File: config.mk
export PLATFORM = sky130hd
export DESIGN_NAME = ldq_ctrl
export DESIGN_NICKNAME = d
export VERILOG_FILES = /design/src/hdl/ldq_pkg.sv /design/src/hdl/ldq_ctrl.sv
export SDC_FILE = /design/constraint.sdc
export NUM_CORES = 1
export LEC_CHECK = 0
export BUFFER_PORTS_ARGS = -buffer_cell sky130_fd_sc_hd__buf_4
export CORE_AREA = 2 2 39 41
export DETAILED_ROUTE_END_ITERATION = 6
export DIE_AREA = 0 0 41 43
export PLACE_DENSITY = 0.5
export RECOVER_POWER = 25
export SLEW_MARGIN = 20
export SYNTH_ARGS = -nofsm -noshare
export SYNTH_HDL_FRONTEND = slang
export SYNTH_SLANG_ARGS = --single-unit
File: constraint.sdc
create_clock -name clk -period 2 [get_ports clk]
set_input_delay 0.4 -clock clk [delete_from_list [all_inputs] [get_ports clk]]
set_output_delay 0.4 -clock clk [all_outputs]
set_load 0.05 [all_outputs]
File: src/hdl/ldq_pkg.sv
// Package for the linear array deque: sizes, operation and status codes,
// payload structs and the command/status structs between controller and datapath.
// No dependencies.
package ldq_pkg;

  localparam int DEPTH = 256;
  localparam int IDX_W = $clog2(DEPTH);
  localparam int CAP_W = 9;
  localparam int VAL_W = 32;

  localparam logic [2:0] OP_INS_FRONT = 3'd0;
  localparam logic [2:0] OP_INS_REAR  = 3'd1;
  localparam logic [2:0] OP_REM_FRONT = 3'd2;
  localparam logic [2:0] OP_REM_REAR  = 3'd3;
  localparam logic [2:0] OP_SEARCH    = 3'd4;

  localparam logic [1:0] ST_DONE      = 2'd0;
  localparam logic [1:0] ST_REFUSED   = 2'd1;
  localparam logic [1:0] ST_UNDERFLOW = 2'd2;

  localparam logic [CAP_W-1:0] CAP_RESET = CAP_W'(256);

  typedef struct packed {
    logic [2:0]              operation;
    logic signed [VAL_W-1:0] value;
  } ldq_req_t;

  typedef struct packed {
    logic [1:0]              status;
    logic signed [VAL_W-1:0] removed_value;
    logic                    found;
  } ldq_rsp_t;

  typedef struct packed {
    logic capture;
    logic exec;
    logic finish_remove;
    logic scan_step;
    logic publish;
  } ldq_cmd_t;

  typedef struct packed {
    logic need_read;
    logic need_scan;
    logic scan_end;
    logic rsp_free;
  } ldq_stat_t;

endpackage

File: src/hdl/ldq_ctrl.sv
// Controller state machine of the linear array deque.
// Sequences one transaction at a time through the datapath; uses ldq_pkg.
module ldq_ctrl import ldq_pkg::*; (
  input  logic      clk,
  input  logic      rst,
  input  logic      req_valid,
  output logic      req_stall,
  input  ldq_stat_t st,
  output ldq_cmd_t  cmd
);

  typedef enum logic [4:0] {
    S_IDLE = 5'b00001,
    S_EXEC = 5'b00010,
    S_READ = 5'b00100,
    S_SCAN = 5'b01000,
    S_DONE = 5'b10000
  } state_t;

  state_t state, state_next;

  always_ff @(posedge clk) begin
    if (rst) begin
      state <= S_IDLE;
    end else begin
      state <= state_next;
    end
  end

  always_comb begin
    state_next = state;
    cmd = '0;
    req_stall = 1'b1;
    case (state)
      S_IDLE: begin
        req_stall = 1'b0;
        if (req_valid) begin
          cmd.capture = 1'b1;
          state_next = S_EXEC;
        end
      end
      S_EXEC: begin
        cmd.exec = 1'b1;
        if (st.need_read) begin
          state_next = S_READ;
        end else if (st.need_scan) begin
          state_next = S_SCAN;
        end else begin
          state_next = S_DONE;
        end
      end
      S_READ: begin
        cmd.finish_remove = 1'b1;
        state_next = S_DONE;
      end
      S_SCAN: begin
        cmd.scan_step = 1'b1;
        if (st.scan_end) begin
          state_next = S_DONE;
        end
      end
      S_DONE: begin
        if (st.rsp_free) begin
          cmd.publish = 1'b1;
          state_next = S_IDLE;
        end
      end
      default: begin
        state_next = S_IDLE;
      end
    endcase
  end

endmodule

==> metrics.md, run 1 <==
| Metric | Value |
|---|---|
| Crit-path max FO | `3` |
| ANT nets after route | `0` |
| Global route overflow | `0` |
| Least-Margin Pin Slew | `292.1 ps` |
| Die boundary height | `43 um` |
| Synth Area in Compound Gates | `about an eighth` |
| Data required, critical path | `1600 ps` |
| Final Hold Vio Count | `0` |
| LEAKAGE | `about 0.23 nW` |
| GRT Total Usage | `between 10% and 20%` |
| Xor/xnor cell area share of the yosys netlist | `2.536%` |
| Multi-input logic area | `230.2 sq um` |
| Timing endpoint of the critical path | `cmd[4]` |
| CP max-delay cell | `or3_4` |
| Setup WS pre-CTS | `218.3 ps` |
| Net switching power | `0.0001009 W` |
| Post-synthesis simple-gate area fraction | `49.64%` |
| Initial core utilization | `24.95%` |
| Largest family of logic cells by synthesized area | `simple AND/OR/NAND/NOR gates` |
| Period minus WS final | `1905 ps` |
| Post-Synth Adder-Cell Area | `0%` |
| CP endpoint kind | `primary output` |
| Period utilisation layout | `95.25%` |
| Largest registers | `state: 5 flops` |
| Initial DRC count | `8` |
| Highest Clock Rate | `524.9 MHz` |
| Sequential Area | `between 100 and 150 sq um` |
| Hold_buf cts | `0` |
| Core Util, Final | `35.99%` |
| GPL Wtd Cong | `~0.69` |
| # fillers | `149` |
| Via count | `350` |
| Crit-path max cell delay | `410 ps` |
| WL/cell | `around 11 um` |
| Post-CTS setup buffer count | `0` |
| Vias/cell | `4.795` |
| R2r setup slk | `570 ps` |
| RSZ-0062 raised after global routing | `no` |
| Maximum buffer depth of the clock tree | `2` |
| Switching share of total power | `31.07%` |
| Reg-to-Reg End | `state[0]` |
| Router iterations before antenna repair | `4` |
| CP Depth | `5` |
| Largest net degree at the start of global routing | `9` |
| Root Driver | `clkbuf_4` |
| Register area share after synthesis | `28.99%` |
| TNS Setup | `0 ps` |
| Arr. time, crit path | `1500 ps` |
| Yosys cell types | `23` |
| I/O Buffers | `12` |
| Cells after Synth | `between 40 and 50` |
| Syn_area_per_cell | `approximately 8.4 sq um` |
| Worst vdd ir | `~350 uV` |
| Worst Skew | `2.332 ps` |
| PwrDens | `652.0 mW/mm^2` |
| Critical path class | `reg2out` |
| Int Power | `0.0002238 W` |
| Layout cells sized above 1 | `42.11%` |
| Row count | `14` |
| Seq cells post-synth | `5` |
| Reg-to-Reg Start | `state[2]` |
| Synth Net Count | `48` |
| Synth warnings | `0` |
| Antenna violations before repair | `0` |
| Max-slew violation count | `0` |
| Crit-path leading delay family | `simple AND/OR/NAND/NOR gates` |
| Vias in the first global route | `roughly 300` |
| N_diodes | `0` |
| I/O Pins | `13` |
| First-pass GRT wire length | `1186 um` |
| H-tree depth | `1` |
| Max reg flops | `5` |
| Synth Cell Area | `345.3 sq um` |
| Area growth syn-to-layout | `44.20%` |
| Worst path bufs/invs | `2` |
| CTS tree | `yes` |
| # clock sinks | `5` |
| HPWL after DPL | `603.4 um` |
| Worst setup path startpoint | `state[2]` |
| Worst R2R Path Depth | `4` |
| Worst skew pair latency | `240 ps` |
| Total core area | `0.001384 sq mm` |
| Combinational power share | `between 30% and 40%` |
| Total wire length | `772 um` |
| Clock slew at reported path FFs | `40 ps` |
| DR DRC count | `0` |
| CTS Buf Count | `3` |
| Multiplexer share of the synthesized area | `0%` |
| Die ar. | `0.001763 sq mm` |
| DIE WIDTH | `41 um` |
| # Max-Cap Violations | `0` |
| Max-slew headroom | `roughly 80%` |
| Status | `completed` |
| Critical path cell sequence | `or3_4 -> nor3b_4 -> inv_2 -> nor2_4 -> buf_8` |
| HP Class | `in2reg` |
| Post-layout net count | `65` |
| Final WS setup | `95.03 ps` |
| Flop pwr share | `33.9%` |
| Setup violators final | `0` |
| Most flop-heavy register | `state` |
| Startpoint Class | `flip-flop` |
| Clock network power share | `35.8%` |
==> layout make-up <==
type / instances / share of cell area, %
well taps: 16 / 4.020
multi-input cells: 32 / 46.23
clock buffers: 4 / 5.276
inverters: 2 / 1.508
repair buffers: 14 / 22.61
flip-flops and latches: 5 / 20.35
==> worst min path at each step <==
stage          from  endpoint  slack (ps)  cells past startpoint
2_1_floorplan   rst  state[3]         470                      1
3_3_place_gp    rst  state[3]         580                      2
3_5_place_dp    rst  state[3]         580                      2
4_1_cts         rst  state[3]         320                      2
5_1_grt         rst  state[3]         340                      2
6_report        rst  state[3]         330                      2
==> synth_stat cells (all sizes together) <==
cell type	instances	area share, %
nand3b	1	2.2
nor3	3	4.3
nor4b	3	7.6
xor2	1	2.5
inv	2	2.2
o211a	1	2.9
nand2	2	2.2
nor2	4	4.3
o21ai	1	1.4
nor2b	1	1.8
a21oi	2	2.9
a211oi	1	2.2
or3	2	6.5
buf	2	4.7
and3	3	5.4
and2b	1	2.5
nand2b	1	1.8
and3b	1	2.9
nor3b	3	8.0
dfxtp	5	29
o221ai	1	2.5
==> per-stage QoR <==
| step | std cells | area [sq um] | power [W] | hold WS [ps] |
|---|---|---|---|---|
| CTS | 73 | 491.7 | 0.0003219 | 324.7 |
| detailed placement | 69 | 461.7 | 0.0002022 | 577.7 |
| floorplan | 41 | 352.8 | 0.0001747 | 469.1 |
| global route | 73 | 498.0 | 0.0003415 | 339.3 |
| global placement | 69 | 461.7 | 0.0002029 | 580.2 |
| finish | 73 | 498.0 | 0.0003247 | 330.0 |
==> worst reg2reg max path: stages (launching register included) <==
cell	delay [ps]
dfxtp_1	310
or3_4	410
or3_1	420
o221ai_1	110
nand2_1	70
==> what timing repair did <==
item / CTS / global route
endpoints found under the hold margin: 0 / 0
resized for setup: 2 / 3
pin swaps: 1 / 2
setup endpoints to repair: 1 / 2
==> placed cells by master (no fill, tap or decap) <==
cell / count
inv_2: 1
or3_1: 1
nor3b_1: 2
a211oi_1: 1
clkbuf_1: 1
nor2_4: 1
and2b_2: 1
nor4b_1: 3
o21ai_0: 1
inv_1: 1
and3b_2: 1
nand2_1: 2
and3_1: 3
nor2b_1: 1
buf_4: 13
dfxtp_1: 4
o221ai_1: 1
o211a_1: 1
clkbuf_4: 3
xor2_1: 1
nor3_1: 3
nor2_1: 3
nand3b_1: 1
nand2b_1: 1
or3_4: 1
a21oi_1: 2
buf_8: 1
nor3b_4: 1
dfxtp_2: 1
==> routing by layer <==
layer | GRT usage, % | routed length [um] | vias to the layer above
met4 | 8.000 | 13 | 0
met2 | 15.94 | 377 | 13
li1 | - | - | 181
met3 | 4.712 | 60 | 2
met1 | 10.97 | 320 | 154
met5 | 0 | 0 | -
==> power by group through the flow <==
stage | Combinational, W | Clock [W] | Sequential [W]
after floorplan | 0.0000646 | 0 | 0.000110
after global placement | 0.0000905 | 0 | 0.000112
after detailed placement | 0.0000906 | 0 | 0.000112
after CTS | 0.0000935 | 0.000119 | 0.000110
after global routing | 0.000106 | 0.000125 | 0.000111
final | 0.0000983 | 0.000116 | 0.000110
==> cells by family (layout without fill, tap and decap cells) <==
| logic type | after synthesis | in the layout |
|---|---|---|
| buffers and inverters | 4 | 20 |
| flip-flops | 5 | 5 |
| AO/OA/AOI/OAI | 6 | 6 |
| AND/OR/NAND/NOR | 25 | 25 |
| XOR/XNOR | 1 | 1 |
(Power assumes the default switching activity.)
==> run 2: changes to the inputs <==
--- a/config.mk
+++ b/config.mk
@@ -5,11 +5,12 @@
 export SDC_FILE = /design/constraint.sdc
 export NUM_CORES = 1
 export LEC_CHECK = 0
+export ABC_AREA = 1
 export BUFFER_PORTS_ARGS = -buffer_cell sky130_fd_sc_hd__buf_4
 export CORE_AREA = 2 2 39 41
 export DETAILED_ROUTE_END_ITERATION = 6
 export DIE_AREA = 0 0 41 43
-export PLACE_DENSITY = 0.5
+export PLACE_DENSITY = 0.52
 export RECOVER_POWER = 25
 export SLEW_MARGIN = 20
 export SYNTH_ARGS = -nofsm -noshare
==> metrics.md, run 2 <==
| Metric | Value |
|---|---|
| Syn_area_per_cell | `7.360 sq um` |
| Area growth syn-to-layout | `35.00%` |
| Setup violators final | `0` |
| Vias/cell | `approximately 4.3` |
| Max reg flops | `5` |
| Multiplexer share of the synthesized area | `0%` |
| I/O Pins | `13` |
| TNS Setup | `0 ps` |
| Maximum buffer depth of the clock tree | `2` |
| I/O Buffers | `12` |
| ANT nets after route | `0` |
| Global route overflow | `0` |
| Die boundary height | `43 um` |
| Placed cell count | `79` |
| # fillers | `around 160` |
| Critical path class | `reg2out` |
| Commonest non-fill, non-tap cell in the layout | `buf_4` |
| Final Hold Vio Count | `0` |
| Root Driver | `clkbuf_4` |
| Die ar. | `0.001763 sq mm` |
| Arr. time, crit path | `1280 ps` |
| LEAKAGE | `0.2509 nW` |
| RSZ-0062 raised after global routing | `no` |
| Total wire length | `746 um` |
| Vias in the first global route | `between 300 and 400` |
| Worst skew pair latency | `240 ps` |
| CP max-delay cell | `dfxtp_1` |
| Yosys cell types | `16` |
| Post-CTS sizing | `0` |
| Crit-path leading delay family | `simple AND/OR/NAND/NOR gates` |
| Via count | `357` |
| Top post-synthesis cells by area | `dfxtp_1 (27%), nor2_4 (9.0%), nor2_2 (8.3%)` |
| Total core area | `0.001384 sq mm` |
| Initial DRC count | `9` |
| Xor/xnor cell area share of the yosys netlist | `0%` |
| Data required, critical path | `1600 ps` |
| Crit-path max FO | `4` |
| Worst vdd ir | `roughly 270 uV` |
| Least-Margin Pin Slew | `248.8 ps` |
| Max-slew violation count | `0` |
| Post-Synth Adder-Cell Area | `0%` |
| # clock sinks | `5` |
| Seq cells post-synth | `5` |
| Area leader, netlist | `dfxtp_1` |
| Most flop-heavy register | `state` |
| Worst Skew | `between 2 and 3 ps` |
| Status | `completed` |
| Highest Clock Rate | `596.1 MHz` |
| Post-synthesis simple-gate area fraction | `55.67%` |
| GPL Wtd Cong | `about 0.70` |
| Most common library cells after synthesis | `inv_1 (6), nor2_1 (6)` |
| Post-synth EDFFs | `0` |
| Cells after Synth | `between 50 and 60` |
| Startpoint Class | `flip-flop` |
| Router iterations before antenna repair | `3` |
| First-pass GRT wire length | `1242 um` |
| Clock slew at reported path FFs | `40 ps` |
| Register area share after synthesis | `26.67%` |
| Largest net degree at the start of global routing | `7` |
| Layout cells sized above 1 | `49.25%` |
| GRT Total Usage | `10.97%` |
| Hold_buf cts | `0` |
| Row count | `14` |
| DIE WIDTH | `41 um` |
| Finished Layout Cells | `83` |
| WL/cell | `8.988 um` |
| PwrDens | `741.7 mW/mm^2` |
| # Max-Cap Violations | `0` |
| Crit-path max cell delay | `350 ps` |
| Initial core utilization | `27.12%` |
| Post-CTS setup buffer count | `0` |
| Worst path bufs/invs | `2` |
| Critical path cell sequence | `nor2_4 -> inv_2 -> nor4_1 -> buf_4` |
| Ys flop type | `dfxtp_1` |
| Largest registers | `state: 5 flops` |
| CTS tree | `yes` |
| Share of the synthesized area in the top cell type | `26.67%` |
| Synth Net Count | `58` |
| Period utilisation layout | `between 80% and 90%` |
| Largest family of logic cells by synthesized area | `simple AND/OR/NAND/NOR gates` |
| HP Class | `in2reg` |
| DR DRC count | `0` |
| Max-slew headroom | `83.26%` |
| Most frequent cells in the layout | `buf_4 (12), inv_1 (6), nor2_1 (6)` |
| N_diodes | `0` |
| Post-layout net count | `75` |
| HPWL after DPL | `627 um` |
| Period minus WS final | `1677 ps` |
| H-tree depth | `1` |
| CTS Buf Count | `3` |
| Synth warnings | `0` |
| Antenna violations before repair | `0` |
| Synth Cell Area | `375.4 sq um` |
| CP endpoint kind | `primary output` |
| Asr flop ratio synth | `0%` |
| Synth Area in Compound Gates | `6.667%` |
-- run 2: changes by cell type after synthesis, moves of 3 or more --
cell     previous run  this run
inv_1               2         6
nand3_2             0         3
nor4b_1             3         0
nor2_4              0         3
and3_1              3         0
nand2_1             2         5
nand4_1             0         3
inv_2               0         5
nor2_2              0         5
nand3_1             0         3
-- run 2: cell type report --
class / count / area [sq um] / area share (%)
Clock buffer: 4 / 26.28 / 5.185
Inverter: 11 / 41.29 / 8.148
Tap cell: 16 / 20.02 / 3.951
Multi-Input combinational cell: 35 / 229.0 / 45.19
Sequential cell: 5 / 100.1 / 19.75
Timing Repair Buffer: 12 / 90.09 / 17.78
-- run 2: final timing paths --
path         cells past startpoint        to  slack (ps)  startpoint
min                              2  state[3]         350         rst
min reg2reg                      4  state[1]         630    state[0]
max reg2reg                      5  state[4]         950    state[4]
max                              4    cmd[1]         320    state[0]
-- run 2: through the flow --
| stage | worst slack (ps) | utilization [%] | hold slack [ps] | instance area (sq um) | power [W] |
|---|---|---|---|---|---|
| final | 322.5 | 36.62 | 351.1 | 506.7 | 0.0003758 |
| after global routing | 206.8 | 36.62 | 354.5 | 506.7 | 0.0004013 |
| after CTS | 301.7 | 36.98 | 340.3 | 511.7 | 0.0003848 |
| after detailed placement | 572.2 | 35.08 | 595.3 | 485.5 | 0.0002656 |
| after global placement | 591.1 | 35.08 | 595.4 | 485.5 | 0.0002658 |
| after floorplan | -415.2 | - | 462.4 | 375.4 | 0.0002273 |
-- run 2: metal layers --
metal	GRT usage [%]	up-vias	part of all wire (%)	wire length (um)
li1	-	196	-	-
met1	13.92	148	48	359
met2	14.06	11	44	330
met3	1.571	2	5.5	41
met4	12.00	0	1.9	14
met5	0	-	0	0
-- run 2: worst reg2reg max path: stages, from the launching register on --
cell     delay, ps
dfxtp_1        440
inv_2          120
nand4_1        170
nand3_2         90
nor2_2         100
nor2_2          40
-- run 2: cell families after synthesis --
family                 count (synthesis)
flip-flops                             5
buffers and inverters                 11
AO/OA/AOI/OAI                          3
AND/OR/NAND/NOR                       32
-- run 2: report_power, final --
group / internal (W) / switching [W] / total [W]
clock network: 0.0000752 / 0.0000382 / 0.000113
registers: 0.000109 / 0.0000139 / 0.000123
logic: 0.0000470 / 0.0000926 / 0.000140
total: 0.000231 / 0.000145 / 0.000376
